[src/hdl/tps_pkg.sv]
package tps_pkg;

    // Field widths fixed by the item format.
    localparam int unsigned MIN_W  = 14;
    localparam int unsigned DAY_W  = 3;
    localparam int unsigned HOUR_W = 5;
    localparam int unsigned MN_W   = 6;
    localparam int unsigned MODE_W = 2;
    localparam int unsigned PH_W   = 2;

    // Configuration register file.
    localparam int unsigned CFG_COUNT = 7;
    localparam int unsigned CFG_IDX_W = 3;
    localparam int unsigned CFG_W     = 14;

    localparam logic [CFG_IDX_W-1:0] CFG_WINTER_PUMP1  = 3'd0;
    localparam logic [CFG_IDX_W-1:0] CFG_WINTER_PAUSE1 = 3'd1;
    localparam logic [CFG_IDX_W-1:0] CFG_WINTER_PUMP2  = 3'd2;
    localparam logic [CFG_IDX_W-1:0] CFG_WINTER_PAUSE2 = 3'd3;
    localparam logic [CFG_IDX_W-1:0] CFG_SUMMER_PUMP1  = 3'd4;
    localparam logic [CFG_IDX_W-1:0] CFG_SUMMER_PAUSE1 = 3'd5;
    localparam logic [CFG_IDX_W-1:0] CFG_SUMMER_PUMP2  = 3'd6;

    // Operating modes.
    localparam logic [MODE_W-1:0] MODE_MANUAL = 2'd0;
    localparam logic [MODE_W-1:0] MODE_WINTER = 2'd1;
    localparam logic [MODE_W-1:0] MODE_SUMMER = 2'd2;

    // Cycle phases.
    localparam logic [PH_W-1:0] PH_PUMP1  = 2'd0;
    localparam logic [PH_W-1:0] PH_PAUSE1 = 2'd1;
    localparam logic [PH_W-1:0] PH_PUMP2  = 2'd2;
    localparam logic [PH_W-1:0] PH_PAUSE2 = 2'd3;

    // Summer end of the second pause: Wednesday at noon.
    localparam logic [DAY_W-1:0]  WEDNESDAY = 3'd3;
    localparam logic [HOUR_W-1:0] NOON_HOUR = 5'd12;

    typedef logic [CFG_COUNT-1:0][CFG_W-1:0] cfg_t;

    typedef struct packed {
        logic [MIN_W-1:0]  minute_of_week;
        logic [DAY_W-1:0]  weekday;
        logic [HOUR_W-1:0] hour;
        logic [MN_W-1:0]   minute;
        logic              night_line;
        logic              button_pump1;
        logic              button_pump2;
        logic              mode_advance;
        logic [MIN_W-1:0]  service_wait_minutes;
    } in_word_t;

    typedef struct packed {
        logic              pump1_on;
        logic              pump2_on;
        logic [PH_W-1:0]   phase;
        logic [MODE_W-1:0] op_mode;
        logic [MIN_W-1:0]  left_pump1;
        logic [MIN_W-1:0]  left_pause1;
        logic [MIN_W-1:0]  left_pump2;
        logic [MIN_W-1:0]  left_pause2;
    } out_word_t;

endpackage

[src/hdl/tps_if.sv]
// Input channel: one control tick per word.
interface tps_in_if;
    import tps_pkg::*;

    logic     valid;
    logic     ready;
    in_word_t data;

    modport source (output valid, output data, input ready);
    modport sink   (input valid, input data, output ready);
endinterface

// Output channel: one status word per tick.
interface tps_out_if;
    import tps_pkg::*;

    logic      valid;
    logic      ready;
    out_word_t data;

    modport source (output valid, output data, input ready);
    modport sink   (input valid, input data, output ready);
endinterface

[src/hdl/tps_core.sv]
module tps_core #(
    parameter int unsigned WEEK_MINUTES = 10080
) (
    input  logic               clk,
    input  logic               rst_n,
    input  logic               step_en,
    input  tps_pkg::cfg_t      cfg,
    input  tps_pkg::in_word_t  item,
    output tps_pkg::out_word_t result
);
    import tps_pkg::*;

    localparam logic [MIN_W-1:0] LAST_MINUTE = MIN_W'(WEEK_MINUTES - 1);

    // Sequencer state.
    logic [PH_W-1:0]             phase_reg, phase_next;
    logic [MODE_W-1:0]           mode_reg, mode_next;
    logic [MODE_W-1:0]           last_mode_reg, last_mode_next;
    logic                        summer_sel_reg, summer_sel_next;
    logic                        pending_reg, pending_next;
    logic [3:0][MIN_W-1:0]       remaining_reg, remaining_next;
    logic [PH_W-1:0]             cidx_reg, cidx_next;
    logic [MIN_W-1:0]            next_minute_reg, next_minute_next;
    logic [1:0]                  pump_reg, pump_next;

    // Working values of the tick.
    logic [MIN_W-1:0]  armed_minute;
    logic              noon_wed;
    logic              mode_changed;
    logic [PH_W-1:0]   phase_a;
    logic              pending_a;
    logic [MIN_W-1:0]  rem_cur;
    logic              step_phase;
    logic [PH_W-1:0]   ph;
    logic [PH_W-1:0]   ph_prev;
    logic [MIN_W-1:0]  load_val;
    logic              minute_hit;
    logic              off_common;
    logic              p1;
    logic              p2;

    // Minute that the week clock must reach for the next decrement.
    assign armed_minute = (item.minute_of_week == LAST_MINUTE) ? '0
                        : item.minute_of_week + 1'b1;
    assign noon_wed = (item.weekday == WEDNESDAY) && (item.hour == NOON_HOUR)
                   && (item.minute == '0);

    // Mode step, table select and phase advance.
    always_comb
    begin
        mode_next = mode_reg;
        if (item.mode_advance)
        begin
            case (mode_reg)
                MODE_MANUAL: mode_next = MODE_WINTER;
                MODE_WINTER: mode_next = MODE_SUMMER;
                MODE_SUMMER: mode_next = MODE_MANUAL;
                default:     mode_next = mode_reg;
            endcase
        end

        mode_changed    = (mode_next != last_mode_reg);
        last_mode_next  = mode_next;
        summer_sel_next = summer_sel_reg;
        phase_a         = phase_reg;
        pending_a       = pending_reg;
        if (mode_changed)
        begin
            if (mode_next == MODE_SUMMER)
            begin
                summer_sel_next = 1'b1;
            end
            if (mode_next == MODE_WINTER || mode_next == MODE_MANUAL)
            begin
                summer_sel_next = 1'b0;
            end
            // Entering manual forces one advance.
            if (mode_next == MODE_MANUAL)
            begin
                phase_a   = phase_reg + 1'b1;
                pending_a = 1'b1;
            end
        end

        // Regular transition test on the budget being counted.
        rem_cur = remaining_reg[cidx_reg];
        if (phase_a != PH_PAUSE2)
        begin
            step_phase = (rem_cur == '0);
        end
        else
        begin
            step_phase = ((rem_cur == '0) && (mode_next == MODE_WINTER))
                      || (noon_wed && (mode_next == MODE_SUMMER));
        end
        ph = step_phase ? phase_a + 1'b1 : phase_a;
        ph_prev = ph - 1'b1;
        pending_next = 1'b0;
    end

    // Entry load and per-minute countdown on the four budgets.
    always_comb
    begin
        if (ph == PH_PAUSE2 && mode_next == MODE_SUMMER)
        begin
            load_val = item.service_wait_minutes;
        end
        else if (summer_sel_next && ph != PH_PAUSE2)
        begin
            load_val = cfg[CFG_SUMMER_PUMP1 + CFG_IDX_W'(ph)];
        end
        else
        begin
            load_val = cfg[CFG_IDX_W'(ph)];
        end

        remaining_next   = remaining_reg;
        cidx_next        = cidx_reg;
        next_minute_next = next_minute_reg;
        if (pending_a || step_phase)
        begin
            remaining_next[ph_prev] = '0;
            remaining_next[ph]      = load_val;
            cidx_next               = ph;
            next_minute_next        = armed_minute;
        end

        minute_hit = (item.minute_of_week == next_minute_next);
        if (minute_hit && remaining_next[cidx_next] != '0)
        begin
            remaining_next[cidx_next] = remaining_next[cidx_next] - 1'b1;
        end
        if (minute_hit)
        begin
            next_minute_next = armed_minute;
        end
    end

    // Pump rules; off wins over on, no rule keeps the level.
    always_comb
    begin
        off_common = (mode_next == MODE_WINTER && item.night_line)
                  || (mode_next != MODE_MANUAL && (ph == PH_PAUSE1 || ph == PH_PAUSE2));
        p1 = pump_reg[0];
        p2 = pump_reg[1];
        if ((!item.night_line && mode_next == MODE_WINTER && ph == PH_PUMP1)
            || (mode_next == MODE_SUMMER && ph == PH_PUMP1)
            || (mode_next == MODE_MANUAL && item.button_pump1))
        begin
            p1 = 1'b1;
        end
        if (off_common || (mode_next == MODE_MANUAL && !item.button_pump1))
        begin
            p1 = 1'b0;
        end
        if ((!item.night_line && mode_next == MODE_WINTER && ph == PH_PUMP2)
            || (mode_next == MODE_SUMMER && ph == PH_PUMP2)
            || (mode_next == MODE_MANUAL && item.button_pump2))
        begin
            p2 = 1'b1;
        end
        if (off_common || (mode_next == MODE_MANUAL && !item.button_pump2))
        begin
            p2 = 1'b0;
        end
        pump_next = {p2, p1};
        phase_next = ph;
    end

    // Status word of this tick.
    always_comb
    begin
        result.pump1_on    = p1;
        result.pump2_on    = p2;
        result.phase       = ph;
        result.op_mode     = mode_next;
        result.left_pump1  = remaining_next[PH_PUMP1];
        result.left_pause1 = remaining_next[PH_PAUSE1];
        result.left_pump2  = remaining_next[PH_PUMP2];
        result.left_pause2 = remaining_next[PH_PAUSE2];
    end

    // State update, one tick per enabled cycle.
    always_ff @(posedge clk or negedge rst_n)
    begin
        if (!rst_n)
        begin
            phase_reg       <= PH_PAUSE2;
            mode_reg        <= MODE_WINTER;
            last_mode_reg   <= MODE_MANUAL;
            summer_sel_reg  <= 1'b0;
            pending_reg     <= 1'b1;
            remaining_reg   <= '0;
            cidx_reg        <= PH_PUMP1;
            next_minute_reg <= '0;
            pump_reg        <= '0;
        end
        else if (step_en)
        begin
            phase_reg       <= phase_next;
            mode_reg        <= mode_next;
            last_mode_reg   <= last_mode_next;
            summer_sel_reg  <= summer_sel_next;
            pending_reg     <= pending_next;
            remaining_reg   <= remaining_next;
            cidx_reg        <= cidx_next;
            next_minute_reg <= next_minute_next;
            pump_reg        <= pump_next;
        end
    end

    // The phase only moves on a tick.
    a_phase_hold: assert property (@(posedge clk) disable iff (!rst_n)
        !step_en |=> $stable(phase_reg))
        else $error("phase changed without a tick");

    // Every tick runs any pending entry action.
    a_entry_done: assert property (@(posedge clk) disable iff (!rst_n)
        step_en |=> !pending_reg)
        else $error("entry action left pending after a tick");

    // After a tick the counted budget belongs to the current phase.
    a_count_phase: assert property (@(posedge clk) disable iff (!rst_n)
        step_en |=> (cidx_reg == phase_reg))
        else $error("counted budget does not match phase");

    // The last mode always follows the mode after a tick.
    a_last_mode: assert property (@(posedge clk) disable iff (!rst_n)
        step_en |=> (last_mode_reg == mode_reg))
        else $error("last mode not tracking mode");

endmodule

[src/hdl/two_pump_phase_sequencer_top.sv]
// Two pump phase sequencer.
// din carries one control tick per word: week clock, weekday and time, night
// line, pump buttons, mode advance pulse and the summer service wait. dout
// returns one status word per tick: pump levels, phase, mode and the four
// remaining minute budgets. Both channels use a valid/ready handshake.
// The seven table registers are written through cfg_we, cfg_index and
// cfg_data; the user must write them only while no tick is in flight, which
// the block itself does not enforce. An index past the table is ignored.
// A word taken on din lands in an input register, is processed by the
// sequencer once the output register can take its result, and its status
// word leaves from the output register. One word is accepted every cycle as
// long as dout is taken; the single sequencer step per cycle sets that rate.
// When dout stalls, the input register still takes one more word, then
// din.ready drops until the output register drains.
// Reset starts in winter mode at the second pause with every budget at zero,
// both pumps off, the tables cleared and both pipeline registers empty.
module two_pump_phase_sequencer_top #(
    parameter int unsigned WEEK_MINUTES = 10080
) (
    input  logic                             clk,
    input  logic                             rst_n,
    tps_in_if.sink                           din,
    tps_out_if.source                        dout,
    input  logic                             cfg_we,
    input  logic [tps_pkg::CFG_IDX_W-1:0]    cfg_index,
    input  logic [tps_pkg::CFG_W-1:0]        cfg_data
);
    import tps_pkg::*;

    cfg_t      cfg_reg;
    in_word_t  in_word_reg;
    logic      in_valid_reg;
    out_word_t out_word_reg;
    logic      out_valid_reg;
    out_word_t step_result;
    logic      step_en;
    logic      out_free;

    // Configuration writes.
    always_ff @(posedge clk or negedge rst_n)
    begin
        if (!rst_n)
        begin
            cfg_reg <= '0;
        end
        else if (cfg_we && cfg_index < CFG_IDX_W'(CFG_COUNT))
        begin
            cfg_reg[cfg_index] <= cfg_data;
        end
    end

    // Handshake: the step runs when the output register can take its word.
    assign out_free = !out_valid_reg || dout.ready;
    assign step_en  = in_valid_reg && out_free;
    assign din.ready = !in_valid_reg || out_free;

    // Input register.
    always_ff @(posedge clk or negedge rst_n)
    begin
        if (!rst_n)
        begin
            in_valid_reg <= 1'b0;
        end
        else if (din.ready)
        begin
            in_valid_reg <= din.valid;
        end
    end

    always_ff @(posedge clk)
    begin
        if (din.valid && din.ready)
        begin
            in_word_reg <= din.data;
        end
    end

    tps_core #(
        .WEEK_MINUTES (WEEK_MINUTES)
    ) u_core (
        .clk     (clk),
        .rst_n   (rst_n),
        .step_en (step_en),
        .cfg     (cfg_reg),
        .item    (in_word_reg),
        .result  (step_result)
    );

    // Output register.
    always_ff @(posedge clk or negedge rst_n)
    begin
        if (!rst_n)
        begin
            out_valid_reg <= 1'b0;
        end
        else if (out_free)
        begin
            out_valid_reg <= in_valid_reg;
        end
    end

    always_ff @(posedge clk)
    begin
        if (step_en)
        begin
            out_word_reg <= step_result;
        end
    end

    assign dout.valid = out_valid_reg;
    assign dout.data  = out_word_reg;

    // An empty input register always takes a word.
    a_in_open: assert property (@(posedge clk) disable iff (!rst_n)
        !in_valid_reg |-> din.ready)
        else $error("input register empty but not ready");

    // A word in the input register moves on when the output is empty.
    a_move_on: assert property (@(posedge clk) disable iff (!rst_n)
        (in_valid_reg && !out_valid_reg) |=> out_valid_reg)
        else $error("word stuck in input register");

    // An accepted word is held in the input register.
    a_capture: assert property (@(posedge clk) disable iff (!rst_n)
        (din.valid && din.ready) |=> in_valid_reg)
        else $error("accepted word lost");

endmodule

[src/flat_wrapper.sv]
// flat-port wrapper written by rule: the top's interface ports become plain ports
module two_pump_phase_sequencer_top_flat import tps_pkg::*;
#(
    parameter int unsigned WEEK_MINUTES = 10080
)
  (clk, rst_n, cfg_we, cfg_index, cfg_data, din_valid, din_data, din_ready, dout_valid, dout_data, dout_ready);
  tps_in_if din_i ();
  tps_out_if dout_i ();
  input  logic clk;
  input  logic rst_n;
  input  logic cfg_we;
  input  logic [tps_pkg::CFG_IDX_W-1:0] cfg_index;
  input  logic [tps_pkg::CFG_W-1:0] cfg_data;
  input wire logic [$bits(din_i.valid)-1:0] din_valid;
  input wire logic [$bits(din_i.data)-1:0] din_data;
  output wire logic [$bits(din_i.ready)-1:0] din_ready;
  output wire logic [$bits(dout_i.valid)-1:0] dout_valid;
  output wire logic [$bits(dout_i.data)-1:0] dout_data;
  input wire logic [$bits(dout_i.ready)-1:0] dout_ready;
  assign din_i.valid = din_valid;
  assign din_i.data = din_data;
  assign din_ready = din_i.ready;
  assign dout_valid = dout_i.valid;
  assign dout_data = dout_i.data;
  assign dout_i.ready = dout_ready;
  two_pump_phase_sequencer_top #(.WEEK_MINUTES(WEEK_MINUTES)) u_core (.clk(clk), .rst_n(rst_n), .din(din_i), .dout(dout_i), .cfg_we(cfg_we), .cfg_index(cfg_index), .cfg_data(cfg_data));
endmodule
[config.mk]
export PLATFORM = sky130hd
export DESIGN_NAME = two_pump_phase_sequencer_top_flat
export DESIGN_NICKNAME = d
export VERILOG_FILES = /design/src/hdl/tps_pkg.sv /design/src/hdl/tps_if.sv /design/src/hdl/tps_core.sv /design/src/hdl/two_pump_phase_sequencer_top.sv /design/src/flat_wrapper.sv
export SDC_FILE = /design/constraint.sdc
export NUM_CORES = 1
export LEC_CHECK = 0
export BUFFER_PORTS_ARGS = -buffer_cell sky130_fd_sc_hd__buf_2
export CELL_PAD_IN_SITES_DETAIL_PLACEMENT = 1
export CELL_PAD_IN_SITES_GLOBAL_PLACEMENT = 1
export CORE_MARGIN = 2
export CORE_UTILIZATION = 45
export CTS_BUF_LIST = sky130_fd_sc_hd__clkbuf_4 sky130_fd_sc_hd__clkbuf_8
export DETAILED_ROUTE_END_ITERATION = 10
export PLACE_DENSITY = 0.88
export SLEW_MARGIN = 25
export SYNTH_ARGS = -nofsm -noshare
export SYNTH_HDL_FRONTEND = slang
export SYNTH_SLANG_ARGS = --single-unit
[constraint.sdc]
create_clock -name clk -period 6.4 [get_ports clk]
set_clock_uncertainty 0.1 [all_clocks]
set_input_delay 0.32 -clock clk [delete_from_list [all_inputs] [get_ports clk]]
set_output_delay 0.32 -clock clk [all_outputs]
set_load 0.005 [all_outputs]
After elaboration in Yosys (flattened, before gate mapping)
Cells that the tools add are included.
Word-level totals
  register bits: 290
  bits in latches: 0
  bits in writable memories: 0
  memory bits (read-only): 0
  bits of input ports: 68
  output and inout port bits: 64
  logic and storage cells: 164
  memories kept: 0
Cells by class
  add/subtract/negate cells: 6
  multipliers: 0
  div/mod/pow operators: 0
  $lt $le $gt $ge: 12
  equality and inequality tests: 14
  shift operators: 0
  mux-type cells: 42
  bitwise logic cells: 2
  reduce and logical (&&, ||, !) cells: 50
Operators by type and width (count)
  2-to-1 mux 14 bit: 13
  bitwise mux 56 bit: 2
  2-to-1 mux 56 bit: 2
  bitwise mux 98 bit: 1
  binary-select mux 14 bit (select 2 bit): 3
  demux 14 bit (select 2 bit): 3
  bitwise AND 56 bit: 1
  NOT 56 bit: 1
  binary-select mux 14 bit (select 3 bit): 1
  demux 14 bit (select 3 bit): 1
  logical AND 1 bit: 25
  adder 14 x 1 -> 14 bit, second input constant: 1
  equality test 14 bit: 1
  equality test 14 bit, second input constant: 1
  zero test 14 bit: 1
  nonzero test 14 bit: 1
  subtractor 14 x 1 -> 14 bit, second input constant: 1
  logical OR 1 bit: 13
  less-than comparator 2 x 3 -> 1 bit, second input constant: 4
  2-to-1 mux 1 bit: 10
  2-to-1 mux 2 bit: 5
  equality test 2 bit, second input constant: 4
  less-than comparator 3 x 4 -> 1 bit, second input constant: 2
  equality test 2 x 1 -> 1 bit, second input constant: 3
  other kinds (16): 26

Logic depth before layout (Yosys ltp)
Gate-level depths: netlist of the first run.
  depth in word-level cells: 23
  gate-level depth with buffers: 27
  mapped depth without buffers: 19

Hierarchy
From an unflattened synthesis of the first run, not the netlist that was laid out.
Second synthesis, totals
  cell total of the unflattened synthesis: 1429
  area total of the unflattened synthesis: 15914.0 sq um
By module, submodules not included
  tps_core: times used 1, cells each 1100, area an instance 8867.3 sq um, sequential area each 2031.9 sq um
  two_pump_phase_sequencer_top: times used 1, cells each 329, area an instance 7046.8 sq um, sequential area each 5745.5 sq um

Worst setup path before layout of the first run
OpenSTA, ideal clock, no wires.
  path type: register to register
  from: register u_core.u_core.mode_reg[0]
  to: register u_core.u_core.remaining_reg[20] (netlist name)
  library setup time: 0.125 ns
  data arrival time: 6.722 ns
  required time: 6.175 ns
  path slack: -0.547 ns
  stages on the path, launching flop included: 27
  path buffers: 10
  period minus slack after synthesis: 6.947 ns
  cell sequence: dfstp_2 clkbuf_1 clkbuf_1 nor4_1 clkbuf_1 nor2_1 inv_1 buf_2 buf_2 buf_1 ha_1 o21a_1 a211oi_1 o31ai_1 and3_1 clkbuf_1 clkbuf_1 a32oi_1 a21boi_0 ha_1 nand2_1 or3_1 clkbuf_1 o31ai_2 buf_4 mux2_2 mux2_2
RTL lines
  from (decl): RTL line tps_core.sv:17  | logic [MODE_W-1:0] mode_reg, mode_next;
  from (signal assigned): RTL line tps_core.sv:201  | mode_reg <= mode_next;
  to (signal assigned): RTL line tps_core.sv:205  | remaining_reg <= remaining_next;
  to (decl): RTL line tps_core.sv:21  | logic [3:0][MIN_W-1:0] remaining_reg, remaining_next;

==> reports/metrics.csv, run 1 <==
stage,metric,value,unit
critical_path,Crit path largest cell delay,0.52,ns
job,max cap viols,0,
critical_path,Crit path max-delay family,compound AO/OA/AOI/OAI gates,
final_layout,Final Cell Area,20600,µm²
grt,pin count of the biggest net entering global routing,109,
timing,slew at the pin closest to its max-slew limit,1.13,ns
grt,initial antenna violation count,3,
floorplanning,Die ar.,37900,µm²
synthesis,"EDFF count, synth",108,
critical_path,Worst Path Required,6.82,ns
clocking,H-tree depth,2,
floorplanning,Rows,69,
critical_path,Crit Path Category,flip-flop to flip-flop,
placed_design,GPL Wtd Cong,1.02,
synthesis,Synth Area in XOR/XNOR,2.09,%
grt,vias in the first global route,16900,
synthesis,asr flop ratio synth,62.6,%
synthesis,Synth area leaders,"dfrtp_1 (27%), edfxtp_1 (20%), mux2_2 (8.5%)",
floorplanning,die width,195,µm
floorplanning,I/O Pins,132,
power_and_ir_drop,Max IR drop VDD,445,µV
synthesis,main combinational cell family by area after synthesis,compound AO/OA/AOI/OAI gates,
placed_design,Post-DP Area,18700,µm²
timing,post-route minimum period,6.17,ns
placed_design,Post-DP HPWL,54.4,mm
floorplanning,Starting Density,45.8,%
route,via count,16400,
synthesis,Synth Net Count,1664,
floorplanning,CORE AREA,35700,µm²
critical_path,crit-path cells,"mux2_2, a31oi_1, nor2_2, inv_1, ha_1, o21a_1, a221o_2, nand3_1, buf_4, buf_4, o311a_1, o311ai_2, o21ai_1, a221o_1, or4b_1, buf_4, o31ai_2, buf_4, mux2_2, mux2_2",
final_layout,Layout area overhead,26.0,%
synthesis,post-synthesis mux area share,12.2,%
outcome,status,completed,
route,# DRC,0,
synthesis,Mapped Cells,1593,
route,vias per cell,6.76,
synthesis,Synth cell types,85,
timing,Max Clock Freq,0.162,GHz
route,drt first pass iters,6,
synthesis,Ys Warns,0,
synthesis,Yosys reg bits,289,
synthesis,post-synthesis simple-gate area fraction,15.3,%
clocking,Clock Pin Slew Worst Setup and Hold Paths,0.06,ns
timing,final setup vio count,0,
floorplanning,die height,195,µm
placed_design,number of port buffers,131,
power_and_ir_drop,Pwr Density,666,nW/µm²
clocking,CTS tree,built,
timing,final hold violation count,0,
timing,setup ws final,0.226,ns
timing,fin. max-slew vios,0,
clocking,Worst-Skew Late Latency,0.66,ns
timing,Slew headroom,24.4,%
synthesis,top cell type's share of synthesized area,27.0,%
critical_path,crit end category,flip-flop,
clocking,CTS Root Cell,clkbuf_8,
clocking,Num CTS Buffers,51,
synthesis,most common cell in the netlist,nand2_1,
grt,first-pass GRT wire length,115,mm
critical_path,CP startpoint kind,flip-flop,
timing,period utilization,96.5,%
grt,GRT Overall Usage,41.0,%
final_layout,fraction of final layout cells sized beyond drive strength 1,30.4,%
grt,total grt overflow,0,
synthesis,"Seq/Total Area, Yosys",47.5,%
final_layout,fill count,3918,
placed_design,Setup WS pre-CTS,-0.166,ns
synthesis,adder-cell share of the synthesized area,0.229,%
clocking,clock buffer depth,3,
timing,TNS Setup,0,ns
route,per-cell routed wire length,32.2,µm
critical_path,Slowest cell on crit path,or4b_1,
critical_path,Buf/Inv on CP,5,
route,antenna-violating nets left,0,
synthesis,Mapped Area,16400,µm²
critical_path,crit-path max FO,11,
critical_path,worst endpoint data arrival time,6.59,ns
timing,RSZ-0062 raised after global routing,no,
route,routed wire length,78.3,mm
synthesis,Post-synth top cells,"nand2_1 (180), dfrtp_1 (177), mux2_2 (123), edfxtp_1 (108), nor2_1 (91)",
synthesis,compound-cell area share of the yosys netlist,19.7,%
power_and_ir_drop,Lkg Pwr,0.00869,µW
critical_path,Worst path most repeated cell,buf_4,
route,Iter 0 DRT Violations,2035,
final_layout,fin nets,1999,
synthesis,top cell type by total area after synthesis,dfrtp_1,
hold_path,Worst Hold Class,primary input to flip-flop,
clocking,Clock Sinks,289,
synthesis,Post-Syn Area per Cell,10.3,µm²
synthesis,"Top FF cell, synth",dfrtp_1,
final_layout,max reg flops,98,
-- power by group --
group          internal (µW)  switching (µW)
sequential              2500             584
combinational           3110            5580
clock                   1110             854
-- repair_timing --
action                                  in CTS  in global routing
endpoints found under the setup margin      18                 92
gates resized for setup                      2                  6
endpoints found under the hold margin      249                  0
pin swaps                                    1                  4
hold buffers                                64                  0
buffers inserted                             2                  5
-- metal layers --
metal / vias to the layer above / routed length [µm] / GRT usage, %
met2: 1066 / 34700 / 63.6
met4: 0 / 3060 / 16.2
met3: 191 / 8060 / 8.66
met5: - / 0 / 0
met1: 8360 / 32400 / 56.2
li1: 6826 / - / -
-- worst min-delay path: stages --
cell,delay [ns]
buf_2,0.18
nor3b_4,0.12
nand2_1,0.08
o21ai_0,0.10
-- through the flow --
stage	cells	hold slack, ns	utilization (%)	total power [µW]
6_report	2431	0.127	57.7	13700
5_1_grt	2431	0.130	57.7	14100
3_3_place_gp	2260	0.354	52.3	11000
3_5_place_dp	2262	0.376	52.3	11100
4_1_cts	2422	0.154	57.4	13200
2_1_floorplan	1593	-0.0756	-	7050
-- final timing paths --
path | startpoint | end | slack [ns] | depth (start not counted)
worst max register to register | u_core.u_core.mode_reg[1] | u_core.u_core.remaining_reg[46] | 0.23 | 20
worst max-delay path | u_core.u_core.mode_reg[1] | u_core.u_core.remaining_reg[46] | 0.23 | 20
min in group asynchronous | rst_n | u_core.cfg_reg[42] | 0.28 | 2
worst min-delay path | cfg_index[1] | u_core.cfg_reg[64] | 0.13 | 4
worst min register to register | u_core.u_core.pending_reg | u_core.u_core.pending_reg | 0.39 | 2
max in group asynchronous | rst_n | u_core.cfg_reg[67] | 4.62 | 3
-- area by class of cell --
| cell class | instances | area (µm²) | area share (%) |
|---|---|---|---|
| Antenna cell | 1 | 2.50 | 0.0121 |
| Clock buffer | 85 | 1040 | 5.06 |
| Clock inverter | 9 | 97.6 | 0.473 |
| Inverter | 23 | 87.6 | 0.425 |
| Multi-Input combinational cell | 1179 | 8240 | 39.9 |
| Sequential cell | 289 | 7780 | 37.7 |
| Tap cell | 461 | 577 | 2.80 |
| Timing Repair Buffer | 384 | 2800 | 13.6 |
-- layout by cell type (no fill, tap or decap), drive strengths merged, types with 35 or more instances in the layout --
master and count:
buf 319, nand2 180, dfrtp 177, mux2 123, edfxtp 108, o21ai 94
nor2 91, clkbuf 86, a21oi 79, dlygate4sd3 64, o31ai 45, nor3 43
mux2i 41, nand3 35
-- cells by family (layout without fill, tap and decap cells) --
| kind of cell | Yosys count | count (layout) |
|---|---|---|
| adders and majority gates | 3 | 3 |
| AOI/OAI and AO/OA | 456 | 456 |
| xor gates and xnor gates | 39 | 39 |
| other | 0 | 1 |
| buffers and inverters | 125 | 501 |
| and+or+nand+nor | 508 | 508 |
| muxes | 173 | 173 |
| DFF | 289 | 289 |
(Power assumes the default switching activity.)
==> inputs of run 2 (changes only) <==
--- a/config.mk
+++ b/config.mk
@@ -9,11 +9,13 @@
 export CELL_PAD_IN_SITES_DETAIL_PLACEMENT = 1
 export CELL_PAD_IN_SITES_GLOBAL_PLACEMENT = 1
 export CORE_MARGIN = 2
-export CORE_UTILIZATION = 45
+export CORE_UTILIZATION = 35
 export CTS_BUF_LIST = sky130_fd_sc_hd__clkbuf_4 sky130_fd_sc_hd__clkbuf_8
 export DETAILED_ROUTE_END_ITERATION = 10
-export PLACE_DENSITY = 0.88
+export PLACE_DENSITY = 0.73
 export SLEW_MARGIN = 25
 export SYNTH_ARGS = -nofsm -noshare
 export SYNTH_HDL_FRONTEND = slang
+export SYNTH_HIERARCHICAL = 1
 export SYNTH_SLANG_ARGS = --single-unit
+export TNS_END_PERCENT = 10
==> reports/metrics.csv, run 2 <==
stage,metric,value,unit
power_and_ir_drop,Max IR drop VDD,293,µV
final_layout,Util after Layout,44.0,%
clocking,Clock Pin Slew Worst Setup and Hold Paths,0.06,ns
clocking,clock buffer depth,3,
grt,vias in the first global route,14200,
critical_path,CP startpoint kind,flip-flop,
synthesis,top cell type by total area after synthesis,dfrtp_1,
critical_path,Crit Path Category,flip-flop to flip-flop,
synthesis,"Top FF cell, synth",dfrtp_1,
route,per-cell routed wire length,27.4,µm
synthesis,asr flop ratio synth,62.6,%
hold_path,worst hold start,cfg_data[3],
timing,worst hold slack,0.0795,ns
outcome,status,completed,
synthesis,compound-cell area share of the yosys netlist,18.5,%
synthesis,Mapped Area,15900,µm²
route,antenna-violating nets left,0,
synthesis,"Seq/Total Area, Yosys",48.9,%
synthesis,Synth cell types,102,
clocking,H-tree depth,2,
hold_path,Worst Hold Class,primary input to flip-flop,
critical_path,R2R Path End,u_core/u_core/remaining_reg[33],
synthesis,Synth Area in XOR/XNOR,2.26,%
timing,final hold violation count,0,
clocking,CTS Root Cell,clkbuf_8,
timing,Slew headroom,24.5,%
final_layout,most frequent cells in the layout,"dfrtp_1 (177), mux2_2 (150), buf_2 (130)",
critical_path,Crit Reg-Reg Startpoint,u_core/u_core/mode_reg[0],
critical_path,worst reg2reg setup slack,0.25,ns
route,drt first pass iters,5,
floorplanning,die width,217,µm
placed_design,GPL Wtd Cong,1.01,
route,routed wire length,64.6,mm
synthesis,top cell type's share of synthesized area,27.8,%
critical_path,crit end category,flip-flop,
final_layout,Layout area overhead,24.8,%
job,max cap viols,0,
synthesis,post-synthesis simple-gate area fraction,12.2,%
final_layout,antenna cell count,0,
route,Iter 0 DRT Violations,1367,
clocking,CTS tree,built,
hold_path,WHS Endpoint,u_core/cfg_reg[31],
final_layout,Final Cell Area,19900,µm²
final_layout,fin nets,1786,
timing,Max Clock Freq,0.163,GHz
critical_path,crit-path max FO,21,
final_layout,"commonest non-fill, non-tap cell in the layout",dfrtp_1,
placed_design,Post-DP HPWL,46.7,mm
timing,fin. max-slew vios,0,
grt,total grt overflow,0,
route,vias per cell,5.97,
grt,initial antenna violation count,0,
grt,pin count of the biggest net entering global routing,89,
route,# DRC,0,
synthesis,Post-synth top cells,"dfrtp_1 (177), mux2_2 (150), nand2_1 (109), edfxtp_1 (108), a21oi_1 (88)",
synthesis,Post-Syn Area per Cell,11.1,µm²
clocking,Clock Sinks,289,
synthesis,Mapped Cells,1429,
final_layout,max reg flops,98,
floorplanning,CORE AREA,45100,µm²
grt,GRT Overall Usage,27.2,%
clocking,Worst-Skew Late Latency,0.64,ns
synthesis,Yosys reg bits,289,
timing,slew at the pin closest to its max-slew limit,1.12,ns
clocking,Num CTS Buffers,51,
floorplanning,die height,217,µm
synthesis,main combinational cell family by area after synthesis,compound AO/OA/AOI/OAI gates,
critical_path,Worst Path Required,6.80,ns
timing,final setup vio count,0,
power_and_ir_drop,Lkg Pwr,0.00826,µW
synthesis,Synth area leaders,"dfrtp_1 (28%), edfxtp_1 (20%), mux2_2 (11%)",
synthesis,post-synthesis mux area share,14.4,%
timing,period utilization,96.1,%
floorplanning,Starting Density,35.3,%
synthesis,Synth Net Count,1500,
grt,first-pass GRT wire length,95.8,mm
critical_path,worst endpoint data arrival time,6.56,ns
synthesis,adder-cell share of the synthesized area,0.236,%
placed_design,number of port buffers,131,
floorplanning,Rows,78,
route,via count,14100,
final_layout,fill count,4950,
hold_path,worst hold stages,2,
power_and_ir_drop,Pwr Density,616,nW/µm²
floorplanning,I/O Pins,132,
floorplanning,Die ar.,47200,µm²
synthesis,"EDFF count, synth",108,
final_layout,fraction of final layout cells sized beyond drive strength 1,32.7,%
synthesis,most common cell in the netlist,dfrtp_1,
placed_design,Cells after DPL,2187,
critical_path,Worst Reg-to-Reg Cells,23,
timing,post-route minimum period,6.15,ns
power_and_ir_drop,total power,12200,µW
final_layout,final cell count without fillers,2357,
placed_design,Post-DP Area,17900,µm²
synthesis,Ys Warns,6,
==> run 2: cell types whose count changed in the layout (fill, tap and decap cells not counted), moves of 12 or more <==
cell,previous run,this run
a221o_1,16,4
a211oi_1,25,13
nor4_1,32,15
o31ai_1,40,16
mux2_2,123,150
buf_4,179,122
nor3_1,38,13
a22oi_1,16,28
o21ai_0,86,48
nand2_1,179,109
==> run 2: how the worst max path moves through the flow <==
stage,from,to
after detailed placement,u_core/u_core/mode_reg[0],u_core/u_core/remaining_reg[11]
after global placement,u_core/u_core/mode_reg[0],u_core/u_core/remaining_reg[34]
after floorplan,u_core/u_core/mode_reg[1],u_core/u_core/remaining_reg[21]
after CTS,u_core/u_core/mode_reg[0],u_core/u_core/remaining_reg[11]
after global routing,u_core/u_core/mode_reg[0],u_core/u_core/remaining_reg[33]
final,u_core/u_core/mode_reg[0],u_core/u_core/remaining_reg[33]
==> run 2: worst max-delay path, cell delays in order, from the launching register on <==
cell and delay, ns:
dfstp_4 0.53, or4b_1 0.64, a21oi_1 0.23, nor2_1 0.09, inv_1 0.10, ha_1 0.20
o21ai_0 0.17, o2111a_1 0.24, buf_4 0.21, o31ai_1 0.35, buf_4 0.21, o21ai_1 0.27
a32oi_1 0.29, o211ai_1 0.23, inv_1 0.11, ha_1 0.21, o2111ai_2 0.19, a2111oi_2 0.32
buf_4 0.20, a41oi_2 0.19, buf_4 0.27, a221oi_1 0.24, a21oi_1 0.09, mux2_2 0.32
==> run 2: what timing repair did <==
item | in CTS | in global routing
pin swaps | 1 | 5
hold buffers | 63 | 0
setup buffers | 1 | 10
setup endpoints to repair | 6 | 106
hold endpoints to repair | 222 | 0
resized for setup | 1 | 20
==> run 2: per-layer routing <==
metal | part of all wire (%) | global-route usage (%) | up-vias
li1 | - | - | 6082
met1 | 44 | 38.0 | 7236
met2 | 45 | 42.3 | 656
met3 | 8.1 | 6.05 | 108
met4 | 2.6 | 7.74 | 0
met5 | 0 | 0 | -
==> run 2: per-stage QoR <==
| step | TNS [ns] | setup WS [ns] |
|---|---|---|
| final | 0 | 0.248 |
| after global routing | -0.0311 | -0.0311 |
| after CTS | 0 | 0.0853 |
| after detailed placement | -0.0524 | -0.0402 |
| after global placement | -0.00781 | -0.00781 |
| after floorplan | 0 | 0.191 |
==> run 2: kinds of logic after synthesis <==
kind of cell             count (synthesis)
multiplexers                           206
AO/OA/AOI/OAI                          407
XOR/XNOR                                41
adder cells (fa/ha/maj)                  3
AND/OR/NAND/NOR                        368
flip-flops                             289
buffers and inverters                  115
==> run 2: final cells by class <==
| type | instances | area (µm²) | share of cell area [%] |
|---|---|---|---|
| timing repair buffer | 324 | 2340 | 11.8 |
| clock buffer | 85 | 988 | 4.98 |
| tap | 600 | 751 | 3.78 |
| clock inverter | 10 | 129 | 0.649 |
| sequential | 289 | 7780 | 39.2 |
| multi-input combinational | 1025 | 7770 | 39.1 |
| inverter | 24 | 90.1 | 0.454 |
==> run 2: power breakdown <==
group	internal, µW	switching, µW	leakage (µW)
Clock	1090	787	0.000598
Sequential	2490	504	0.00327
Combinational	2660	4700	0.00440
